===== config.mk =====
export PLATFORM = sky130hd
export DESIGN_NAME = slot_state_ring_queue_unit
export DESIGN_NICKNAME = d
export VERILOG_FILES = /design/src/ssrq_pkg.sv /design/src/slot_state_ring_queue_unit.sv /design/src/ssrq_slot_mem.sv /design/src/ssrq_ctrl.sv
export SDC_FILE = /design/constraint.sdc
export NUM_CORES = 2
export LEC_CHECK = 0
export ABC_AREA = 1
export ABC_CLOCK_PERIOD_IN_PS = 6000
export BUFFER_PORTS_ARGS = -buffer_cell sky130_fd_sc_hd__buf_2
export CAP_MARGIN = 0
export CORE_MARGIN = 2
export CORE_UTILIZATION = 40
export DETAILED_ROUTE_END_ITERATION = 8
export SLEW_MARGIN = 20
export SYNTH_ARGS = -nofsm -noshare
export SYNTH_HDL_FRONTEND = slang
export SYNTH_SLANG_ARGS = --single-unit

===== constraint.sdc =====
create_clock -name clk_i -period 6 [get_ports clk_i]
set_clock_uncertainty 0.05 [all_clocks]
set_input_delay 0.6 -clock clk_i [delete_from_list [all_inputs] [get_ports clk_i]]
set_output_delay 0.6 -clock clk_i [all_outputs]
set_load 0.01 [all_outputs]

===== src/ssrq_pkg.sv =====
// ssrq_pkg: types, codes and helpers of the slot state ring queue
// no dependencies, used by every module of the block
`timescale 1ns / 1ps

package ssrq_pkg;

  localparam int MaxSlots = 16;
  localparam int SlotIdxW = $clog2(MaxSlots);
  localparam int RingW    = $clog2(MaxSlots + 1);

  typedef enum logic [1:0] {
    ST_EMPTY      = 2'd0,
    ST_ALLOCATED  = 2'd1,
    ST_FULL       = 2'd2,
    ST_PROCESSING = 2'd3
  } slot_status_e;

  typedef enum logic [3:0] {
    FN_INSERT   = 4'd0,
    FN_ALLOCATE = 4'd1,
    FN_FINALIZE = 4'd2,
    FN_READ     = 4'd3,
    FN_PROCESS  = 4'd4,
    FN_DONE     = 4'd5,
    FN_ABORT    = 4'd6,
    FN_FULLQ    = 4'd7,
    FN_RESET    = 4'd8
  } func_e;

  typedef enum logic {
    CFG_CAPACITY = 1'b0,
    CFG_SLOTS    = 1'b1
  } cfg_idx_e;

  typedef struct packed {
    slot_status_e status;
    logic [15:0]  length;
    logic [31:0]  ident;
    logic         abort;
  } slot_entry_t;

  typedef struct packed {
    logic                en;
    logic                clr;
    logic [SlotIdxW-1:0] addr;
    slot_entry_t         data;
  } slot_wr_t;

  typedef struct packed {
    logic [3:0]  func;
    logic [15:0] data_length;
    logic [3:0]  slot_ref;
    logic [31:0] abort_id;
    logic [15:0] copy_limit;
  } cmd_t;

  typedef struct packed {
    logic        success;
    logic [3:0]  slot_index;
    logic [15:0] entry_length;
    logic [31:0] entry_id;
    logic [15:0] copy_length;
    logic        entry_aborted;
    logic        queue_full;
    logic        overrun_flag;
    logic [31:0] overrun_total;
  } res_t;

  // zero acts as one, values above the slot count act as the slot count
  function automatic logic [RingW-1:0] ring_len(input logic [4:0] slots);
    logic [RingW-1:0] r;
    if (slots == 5'd0) begin
      r = RingW'(1);
    end else if (32'(slots) > 32'(MaxSlots)) begin
      r = RingW'(MaxSlots);
    end else begin
      r = RingW'(slots);
    end
    return r;
  endfunction

  function automatic logic [SlotIdxW-1:0] advance(input logic [SlotIdxW-1:0] p,
                                                  input logic [RingW-1:0] rl);
    logic [RingW:0] n;
    n = (RingW + 1)'(p) + (RingW + 1)'(1);
    return (n >= (RingW + 1)'(rl)) ? '0 : n[SlotIdxW-1:0];
  endfunction

endpackage


===== src/slot_state_ring_queue_unit.sv =====
// Slot state ring queue: one command word in, one result word out. A command
// reads slots of the slot store one at a time and writes back those it changes;
// a skip of aborted slots clears each slot dropped, and an abort scan visits
// every ring slot in turn. The result sits in an output register so the next
// command can be taken while it waits. Config writes belong only in gaps
// with no command in flight. Depends on ssrq_pkg, ssrq_slot_mem and ssrq_ctrl.
`timescale 1ns / 1ps

module slot_state_ring_queue_unit
  import ssrq_pkg::*;
(
  input  logic         clk_i,
  input  logic         rst_ni,
  input  logic         s_tvalid,
  output logic         s_tready,
  // data_length[15:0], slot_ref[19:16], abort_id[51:20], copy_limit[67:52]
  input  logic [71:0]  s_tdata,
  // func[3:0]
  input  logic [3:0]   s_tuser,
  output logic         m_tvalid,
  input  logic         m_tready,
  // success[0], slot_index[4:1], entry_length[20:5], entry_id[52:21],
  // copy_length[68:53], entry_aborted[69], queue_full[70], overrun_flag[71],
  // overrun_total[103:72]
  output logic [103:0] m_tdata,
  input  logic         cfg_we_i,
  input  logic         cfg_idx_i,
  input  logic [15:0]  cfg_data_i
);

  logic [15:0] capacity_q;
  logic [4:0] slots_q;
  logic busy, res_valid, res_ready, clr_all;
  cmd_t cmd;
  res_t res;
  slot_wr_t wr;
  logic [SlotIdxW-1:0] raddr;
  slot_entry_t rdata;
  logic out_valid_q;
  logic [103:0] out_data_q;

  always_ff @(posedge clk_i or negedge rst_ni) begin
    if (!rst_ni) begin
      capacity_q <= 16'd256;
      slots_q <= 5'd16;
    end else if (cfg_we_i) begin
      case (cfg_idx_e'(cfg_idx_i))
        CFG_CAPACITY: capacity_q <= cfg_data_i;
        CFG_SLOTS: slots_q <= cfg_data_i[4:0];
        default: ;
      endcase
    end
  end

  assign s_tready = !busy;
  assign cmd.func = s_tuser;
  assign cmd.data_length = s_tdata[15:0];
  assign cmd.slot_ref = s_tdata[19:16];
  assign cmd.abort_id = s_tdata[51:20];
  assign cmd.copy_limit = s_tdata[67:52];

  ssrq_slot_mem u_mem (
    .clk_i     (clk_i),
    .rst_ni    (rst_ni),
    .clr_all_i (clr_all),
    .wr_i      (wr),
    .raddr_i   (raddr),
    .rdata_o   (rdata)
  );

  ssrq_ctrl u_ctrl (
    .clk_i       (clk_i),
    .rst_ni      (rst_ni),
    .start_i     (s_tvalid && s_tready),
    .cmd_i       (cmd),
    .capacity_i  (capacity_q),
    .slots_i     (slots_q),
    .busy_o      (busy),
    .res_valid_o (res_valid),
    .res_ready_i (res_ready),
    .res_o       (res),
    .clr_all_o   (clr_all),
    .wr_o        (wr),
    .raddr_o     (raddr),
    .rdata_i     (rdata)
  );

  assign res_ready = !out_valid_q || m_tready;

  always_ff @(posedge clk_i or negedge rst_ni) begin
    if (!rst_ni) begin
      out_valid_q <= 1'b0;
    end else if (res_ready) begin
      out_valid_q <= res_valid;
    end
  end

  always_ff @(posedge clk_i) begin
    if (res_ready && res_valid) begin
      out_data_q <= {res.overrun_total, res.overrun_flag, res.queue_full,
                     res.entry_aborted, res.copy_length, res.entry_id,
                     res.entry_length, res.slot_index, res.success};
    end
  end

  assign m_tvalid = out_valid_q;
  assign m_tdata = out_data_q;

endmodule


===== src/ssrq_slot_mem.sv =====
// ssrq_slot_mem: slot store, one write and one registered read port
// per-entry valid bits give the cleared entry; depends on ssrq_pkg
`timescale 1ns / 1ps

module ssrq_slot_mem
  import ssrq_pkg::*;
(
  input  logic                clk_i,
  input  logic                rst_ni,
  input  logic                clr_all_i,
  input  slot_wr_t            wr_i,
  input  logic [SlotIdxW-1:0] raddr_i,
  output slot_entry_t         rdata_o
);

  slot_entry_t mem_q [MaxSlots];
  logic [MaxSlots-1:0] valid_q;
  slot_entry_t rdata_q;

  always_ff @(posedge clk_i or negedge rst_ni) begin
    if (!rst_ni) begin
      valid_q <= '0;
    end else if (clr_all_i) begin
      valid_q <= '0;
    end else if (wr_i.en) begin
      valid_q[wr_i.addr] <= !wr_i.clr;
    end
  end

  always_ff @(posedge clk_i) begin
    if (wr_i.en && !wr_i.clr) begin
      mem_q[wr_i.addr] <= wr_i.data;
    end
  end

  // write-first forwarding when the same entry is read and written
  always_ff @(posedge clk_i) begin
    if (clr_all_i) begin
      rdata_q <= '0;
    end else if (wr_i.en && wr_i.addr == raddr_i) begin
      rdata_q <= wr_i.clr ? '0 : wr_i.data;
    end else begin
      rdata_q <= valid_q[raddr_i] ? mem_q[raddr_i] : '0;
    end
  end

  assign rdata_o = rdata_q;

endmodule


===== src/ssrq_ctrl.sv =====
// ssrq_ctrl: command sequencer with ring pointers and counters
// reads, modifies and writes back the slot store; depends on ssrq_pkg
`timescale 1ns / 1ps

module ssrq_ctrl
  import ssrq_pkg::*;
(
  input  logic                clk_i,
  input  logic                rst_ni,
  input  logic                start_i,
  input  cmd_t                cmd_i,
  input  logic [15:0]         capacity_i,
  input  logic [4:0]          slots_i,
  output logic                busy_o,
  output logic                res_valid_o,
  input  logic                res_ready_i,
  output res_t                res_o,
  output logic                clr_all_o,
  output slot_wr_t            wr_o,
  output logic [SlotIdxW-1:0] raddr_o,
  input  slot_entry_t         rdata_i
);

  typedef enum logic [9:0] {
    S_IDLE    = 10'b00_0000_0001,
    S_DISP    = 10'b00_0000_0010,
    S_SKIP_RD = 10'b00_0000_0100,
    S_SKIP_EV = 10'b00_0000_1000,
    S_CMD_RD  = 10'b00_0001_0000,
    S_CMD_EV  = 10'b00_0010_0000,
    S_SCAN_RD = 10'b00_0100_0000,
    S_SCAN_EV = 10'b00_1000_0000,
    S_STAT_RD = 10'b01_0000_0000,
    S_STAT_EV = 10'b10_0000_0000
  } state_e;

  state_e state_q, state_d;
  cmd_t cmd_q, cmd_d;
  logic [SlotIdxW-1:0] wp_q, wp_d, fp_q, fp_d, rp_q, rp_d, pp_q, pp_d, p_q, p_d;
  logic ovf_q, ovf_d;
  logic [31:0] ovc_q, ovc_d, nid_q, nid_d;
  logic post_q, post_d;
  logic [RingW-1:0] scan_q, scan_d;
  logic ok_q, ok_d, eab_q, eab_d;
  logic [SlotIdxW-1:0] idx_q, idx_d;
  logic [15:0] elen_q, elen_d;
  logic [31:0] eid_q, eid_d;

  logic [RingW-1:0] rl;
  logic [SlotIdxW-1:0] nxt;
  func_e fn;

  assign rl = ring_len(slots_i);
  assign fn = func_e'(cmd_q.func);
  assign busy_o = (state_q != S_IDLE);

  always_comb begin
    state_d = state_q;
    cmd_d = cmd_q;
    wp_d = wp_q; fp_d = fp_q; rp_d = rp_q; pp_d = pp_q; p_d = p_q;
    ovf_d = ovf_q; ovc_d = ovc_q; nid_d = nid_q;
    post_d = post_q; scan_d = scan_q;
    ok_d = ok_q; eab_d = eab_q; idx_d = idx_q; elen_d = elen_q; eid_d = eid_q;
    clr_all_o = 1'b0;
    wr_o = '0;
    raddr_o = wp_q;
    res_valid_o = 1'b0;
    nxt = '0;

    case (state_q)
      S_IDLE: begin
        if (start_i) begin
          cmd_d = cmd_i;
          state_d = S_DISP;
        end
      end
      S_DISP: begin
        ok_d = 1'b0; eab_d = 1'b0; idx_d = '0; elen_d = '0; eid_d = '0;
        post_d = 1'b0;
        scan_d = '0;
        case (fn)
          FN_READ, FN_PROCESS: state_d = S_SKIP_RD;
          FN_FULLQ: begin
            ok_d = 1'b1;
            state_d = S_SKIP_RD;
          end
          FN_INSERT, FN_ALLOCATE, FN_FINALIZE, FN_DONE: state_d = S_CMD_RD;
          FN_ABORT: state_d = S_SCAN_RD;
          FN_RESET: begin
            clr_all_o = 1'b1;
            wp_d = '0; fp_d = '0; rp_d = '0; pp_d = '0;
            ovf_d = 1'b0; ovc_d = '0; nid_d = 32'd1;
            ok_d = 1'b1;
            state_d = S_STAT_RD;
          end
          default: state_d = S_STAT_RD;
        endcase
      end
      S_SKIP_RD: begin
        raddr_o = rp_q;
        state_d = S_SKIP_EV;
      end
      S_SKIP_EV: begin
        if (rdata_i.abort) begin
          // drop an aborted slot sitting at the read pointer
          wr_o.en = 1'b1; wr_o.clr = 1'b1; wr_o.addr = rp_q;
          nxt = advance(rp_q, rl);
          rp_d = nxt;
          pp_d = nxt;
          state_d = S_SKIP_RD;
        end else if (post_q || fn == FN_FULLQ) begin
          state_d = S_STAT_RD;
        end else begin
          state_d = S_CMD_RD;
        end
      end
      S_CMD_RD: begin
        case (fn)
          FN_FINALIZE: raddr_o = fp_q;
          FN_READ, FN_PROCESS: raddr_o = rp_q;
          FN_DONE: raddr_o = pp_q;
          default: raddr_o = wp_q;
        endcase
        p_d = raddr_o;
        state_d = S_CMD_EV;
      end
      S_CMD_EV: begin
        nxt = advance(p_q, rl);
        state_d = S_STAT_RD;
        wr_o.addr = p_q;
        wr_o.data = rdata_i;
        case (fn)
          FN_INSERT: begin
            if (rdata_i.status == ST_EMPTY && cmd_q.data_length <= capacity_i &&
                fp_q == wp_q) begin
              wr_o.en = 1'b1;
              wr_o.data.status = ST_FULL;
              wr_o.data.length = cmd_q.data_length;
              wr_o.data.ident = nid_q;
              ok_d = 1'b1; idx_d = p_q; elen_d = cmd_q.data_length; eid_d = nid_q;
              nid_d = nid_q + 32'd1;
              wp_d = nxt; fp_d = nxt;
            end
          end
          FN_ALLOCATE: begin
            if (rdata_i.status != ST_EMPTY) begin
              ovf_d = 1'b1;
              ovc_d = ovc_q + 32'd1;
            end else if (fp_q == wp_q) begin
              wr_o.en = 1'b1;
              wr_o.data.status = ST_ALLOCATED;
              wr_o.data.ident = nid_q;
              ok_d = 1'b1; idx_d = p_q; elen_d = rdata_i.length; eid_d = nid_q;
              nid_d = nid_q + 32'd1;
              fp_d = p_q; wp_d = nxt;
            end
          end
          FN_FINALIZE: begin
            if (rdata_i.status == ST_ALLOCATED && 32'(cmd_q.slot_ref) == 32'(p_q)) begin
              wr_o.en = 1'b1;
              wr_o.data.status = ST_FULL;
              wr_o.data.length = cmd_q.data_length;
              ok_d = 1'b1; idx_d = p_q; elen_d = cmd_q.data_length;
              eid_d = rdata_i.ident;
              fp_d = nxt;
            end
          end
          FN_READ: begin
            if (rdata_i.status == ST_FULL && rp_q == pp_q) begin
              wr_o.en = 1'b1; wr_o.clr = 1'b1;
              ok_d = 1'b1; idx_d = p_q; elen_d = rdata_i.length; eid_d = rdata_i.ident;
              rp_d = nxt; pp_d = nxt;
              post_d = 1'b1;
              state_d = S_SKIP_RD;
            end
          end
          FN_PROCESS: begin
            if (rdata_i.status == ST_FULL && pp_q == rp_q) begin
              wr_o.en = 1'b1;
              wr_o.data.status = ST_PROCESSING;
              ok_d = 1'b1; idx_d = p_q; elen_d = rdata_i.length; eid_d = rdata_i.ident;
              pp_d = p_q; rp_d = nxt;
            end
          end
          FN_DONE: begin
            if (rdata_i.status == ST_PROCESSING) begin
              wr_o.en = 1'b1; wr_o.clr = 1'b1;
              ok_d = 1'b1; idx_d = p_q; elen_d = rdata_i.length; eid_d = rdata_i.ident;
              eab_d = rdata_i.abort;
              pp_d = nxt;
              post_d = 1'b1;
              state_d = S_SKIP_RD;
            end
          end
          default: ;
        endcase
      end
      S_SCAN_RD: begin
        raddr_o = scan_q[SlotIdxW-1:0];
        state_d = S_SCAN_EV;
      end
      S_SCAN_EV: begin
        if (rdata_i.status != ST_EMPTY && rdata_i.ident == cmd_q.abort_id) begin
          wr_o.en = 1'b1;
          wr_o.addr = scan_q[SlotIdxW-1:0];
          wr_o.data = rdata_i;
          wr_o.data.abort = 1'b1;
          ok_d = 1'b1; idx_d = scan_q[SlotIdxW-1:0]; elen_d = rdata_i.length;
          eid_d = cmd_q.abort_id;
        end
        scan_d = scan_q + RingW'(1);
        state_d = (scan_d >= rl) ? S_STAT_RD : S_SCAN_RD;
      end
      S_STAT_RD: begin
        raddr_o = wp_q;
        state_d = S_STAT_EV;
      end
      S_STAT_EV: begin
        raddr_o = wp_q;
        res_valid_o = 1'b1;
        if (res_ready_i) state_d = S_IDLE;
      end
      default: state_d = S_IDLE;
    endcase
  end

  always_comb begin
    res_o.success = ok_q;
    res_o.slot_index = 4'(idx_q);
    res_o.entry_length = elen_q;
    res_o.entry_id = eid_q;
    res_o.copy_length = !ok_q ? 16'd0 :
                        (elen_q < cmd_q.copy_limit) ? elen_q : cmd_q.copy_limit;
    res_o.entry_aborted = eab_q;
    res_o.queue_full = (rdata_i.status != ST_EMPTY);
    res_o.overrun_flag = ovf_q;
    res_o.overrun_total = ovc_q;
  end

  always_ff @(posedge clk_i or negedge rst_ni) begin
    if (!rst_ni) begin
      state_q <= S_IDLE;
      wp_q <= '0; fp_q <= '0; rp_q <= '0; pp_q <= '0;
      ovf_q <= 1'b0; ovc_q <= '0; nid_q <= 32'd1;
      post_q <= 1'b0; scan_q <= '0;
    end else begin
      state_q <= state_d;
      wp_q <= wp_d; fp_q <= fp_d; rp_q <= rp_d; pp_q <= pp_d;
      ovf_q <= ovf_d; ovc_q <= ovc_d; nid_q <= nid_d;
      post_q <= post_d; scan_q <= scan_d;
    end
  end

  always_ff @(posedge clk_i) begin
    cmd_q <= cmd_d;
    p_q <= p_d;
    ok_q <= ok_d; eab_q <= eab_d; idx_q <= idx_d; elen_q <= elen_d; eid_q <= eid_d;
  end

endmodule

==> summary.md <==
* worst setup path class: register to register
* combined global-route utilization of all metal layers: 0.2311
* Routability Congestion: 0.9158
* overall die width: 382.6 µm
* leakage power: 26.25 nW
* Overflow after GRT: 0
* post-detailed-route count of antenna-violating nets: 0
* starting utilization of the core area: 0.4039
* reported max-cap violation count: 0
* maximum fanout count along the critical path: 67
* Fill cells: 13.16k
* sequential share of the synthesized area: 0.6268
* net count after synthesis: 5948
* clock root buffer: sky130_fd_sc_hd__clkbuf_16
* most frequent standard cell in the layout excluding fill and tap cells: sky130_fd_sc_hd__nand3_1
* die area: 146400 µm²
* Max Slew Vio Count: 0
* setup slack after layout: 1147 ps
* post-CTS setup buffer count: 0
* non-filler instance count after layout: 7977
* clk sink count: 1236
* category of the worst setup path capture point: register
* number of levels in the clock H-tree: 4
* routed wire length: 172.5 mm
* Std-Cell Core Area: 141900 µm²
* total clock buffers created by CTS: 131
* number of distinct library cell variants in the gate-level netlist after synthesis: 55
* most area-hungry cell type in the Yosys netlist: sky130_fd_sc_hd__edfxtp_1
* number of enable flip-flop cells after synthesis: 1050
* I/O Buffers: 199
* status: completed
* proportion of layout cells with a drive suffix above 1: 0.1007
* Yosys warning count: 0
* number of design-rule violations left by the first detailed-router iteration: 5394
* number of rows in the core area: 138
* Achievable Freq: 0.2060 GHz
* pin count of the biggest net entering global routing: 195
* Final TNS setup: 0 ps
* floorplan die height: 382.6 µm
* number of vias per cell after detailed routing: 5.547
* number of antenna violations at the first check in global routing: 3
* synthesis-to-layout area growth: 14.36%
* placed cell count: 7657
* Hold Crit Class: primary input to register
* worst vdd rail ir drop: 0.0003294 V
* worst slack after detailed placement: 1263 ps
* Skew-Pair Late Insertion Delay: 790 ps
* detailed-router iteration count before antenna repair: 6
* synthesized cell area: 57330 µm²
* total number of vias: 44.25k
* Worst Tran Pin Value: 1064 ps
* flip-flop cell with the highest count after synthesis: sky130_fd_sc_hd__edfxtp_1
* final HPWL from detailed placement: 100.9 mm
* routed length per instance: 21.63 µm
* share of the cycle needed by the critical path after routing: 0.8089
* synthesized area per cell: 9.886 µm²
* startpoint types: register
* Final Hold Vio Count: 0
* IO Count: 204
* area share of the largest cell type after synthesis: 0.5500
* wire length of the first global-routing pass: 258.9 mm
* clock tree from TritonCTS: done
* critical path required time: 6650 ps
* Data arrival, critical path: 5500 ps
* clock-pin slew of the registers on the worst-case setup and hold paths: 70 ps
* # DRC: 0
* Setup violations, final: 0
* main area contributors after synthesis: sky130_fd_sc_hd__edfxtp_1 55%, sky130_fd_sc_hd__nand3_1 12%, sky130_fd_sc_hd__nand2_1 8.5%, sky130_fd_sc_hd__dfrtp_1 5.7%, sky130_fd_sc_hd__inv_1 2.5%
* PD cells: 334.6 nW/µm²
* post-synthesis async set-or-reset flop share: 0.1092
* worst slew slack as a fraction of its limit: 0.2899
* nets@finish: 6128
* setup repair after global routing missed its margin: no
* Max Buffers Root-to-Sink: 3
* synthesized instance count: 5799
* shortest period the worst path allows: 4853 ps
* most frequent cells in the layout: 1369 x sky130_fd_sc_hd__nand3_1, 1299 x sky130_fd_sc_hd__nand2_1, 1050 x sky130_fd_sc_hd__edfxtp_1, 376 x sky130_fd_sc_hd__inv_1, 258 x sky130_fd_sc_hd__a21oi_1
* FF+latch count, synth: 1236
* vias in the first global route: 41.52k
-- cell families after synthesis --
family,Yosys count,synth area share
xor+xnor,40,0.006111
simple gates,3051,0.2358
compound gates,660,0.06367
fa+ha+maj,51,0.01113
buf+inv,757,0.05577
flops,1236,0.6268
mux,4,0.0007203
-- through the flow --
step / util / area [µm²] / hold slack (ps) / power, mW
after global placement: 0.4266 / 60550 / 351.6 / 14.02
after detailed placement: 0.4268 / 60570 / 354.5 / 14.08
after floorplan: - / 57330 / 254.4 / 12.83
after global routing: 0.4619 / 65560 / 30.25 / 22.86
final: 0.4619 / 65560 / 47.24 / 21.93
after CTS: 0.4616 / 65520 / 2.826 / 22.02
-- flip-flops by register name, summed over array words and instances, names as in the netlist, 10 cells and up --
name,count
u_ctrl.state_q,10
u_ctrl.cmd_q,68
u_ctrl.nid_q,32
u_ctrl.elen_q,16
u_ctrl.eid_q,32
capacity_q,16
u_mem.mem_q,816
u_mem.valid_q,16
u_mem.rdata_o,51
u_ctrl.ovc_q,32
m_tdata,104
-- timing repair --
| item | 4_1_cts | 5_1_grt |
|---|---|---|
| resized for setup | 0 | 0 |
| hold buffers | 79 | 0 |
| hold endpoints to repair | 147 | 0 |
-- power by group --
group          switching (mW)  leakage, nW  internal [mW]  total (mW)
clock network            3.47         2.01           4.45        7.92
logic                    2.68         10.4           1.01        3.69
registers               0.464         13.9           9.86        10.3
-- area by class of cell --
type	instances	area [µm²]	area share
clock buffers	169	3471	0.05294
multi-input cells	3806	18510	0.2823
repair buffers	413	3119	0.04758
diodes	1	2.502	0.00003817
flip-flops and latches	1236	35930	0.5481
inverters	391	1471	0.02244
well taps	1890	2365	0.03607
clock inverters	71	688.2	0.01050
-- routing by layer --
layer,track usage,up-vias,share of wire
li1,-,20700,-
met1,0.3271,21310,0.43
met2,0.3653,1954,0.46
met3,0.03607,282,0.082
met4,0.07079,2,0.025
met5,0,-,0.000075
-- critical path, cell delays in order, from the launching register on --
cell                       delay [ps]
sky130_fd_sc_hd__edfxtp_1         530
sky130_fd_sc_hd__inv_2            130
sky130_fd_sc_hd__nand2_2          110
sky130_fd_sc_hd__inv_1            140
sky130_fd_sc_hd__nand2_1          270
sky130_fd_sc_hd__nand2_2          290
sky130_fd_sc_hd__nand2_1           80
sky130_fd_sc_hd__nand3_1          130
sky130_fd_sc_hd__nand2_1          110
sky130_fd_sc_hd__nand2_4          550
sky130_fd_sc_hd__nand2_8          500
sky130_fd_sc_hd__nand2_1          170
sky130_fd_sc_hd__nand3_1          100
sky130_fd_sc_hd__nand3_1          120
sky130_fd_sc_hd__nand3_1          130
sky130_fd_sc_hd__nand2_2          780
sky130_fd_sc_hd__nand3_1          300
sky130_fd_sc_hd__a21oi_1          190
-- synthesized netlist by cell type (52+ instances only) --
| cell | n |
|---|---|
| sky130_fd_sc_hd__edfxtp_1 | 1050 |
| sky130_fd_sc_hd__inv_1 | 379 |
| sky130_fd_sc_hd__o21ai_0 | 220 |
| sky130_fd_sc_hd__a21oi_1 | 258 |
| sky130_fd_sc_hd__o22ai_1 | 70 |
| sky130_fd_sc_hd__nand3_1 | 1370 |
| sky130_fd_sc_hd__nor2_1 | 235 |
| sky130_fd_sc_hd__nand2_1 | 1305 |
| sky130_fd_sc_hd__nor3_1 | 52 |
| sky130_fd_sc_hd__dfrtp_1 | 131 |
| sky130_fd_sc_hd__clkbuf_1 | 138 |
| sky130_fd_sc_hd__buf_2 | 176 |
-- worst paths after layout --
path                            cells past startpoint  slack, ps       startpoint                end
worst max-delay path                               17       1150     u_ctrl.fn[3]  u_mem.rdata_o[13]
worst min-delay path                                3         50    cfg_data_i[7]      capacity_q[7]
worst max register to register                     17       1150     u_ctrl.fn[3]  u_mem.rdata_o[13]
worst min register to register                      0        370  u_ctrl.eid_q[7]        m_tdata[28]
max in group asynchronous                           3       4460           rst_ni   u_ctrl.nid_q[16]
min in group asynchronous                           2        390           rst_ni           m_tvalid
Power figures use the tool's default switching activity.
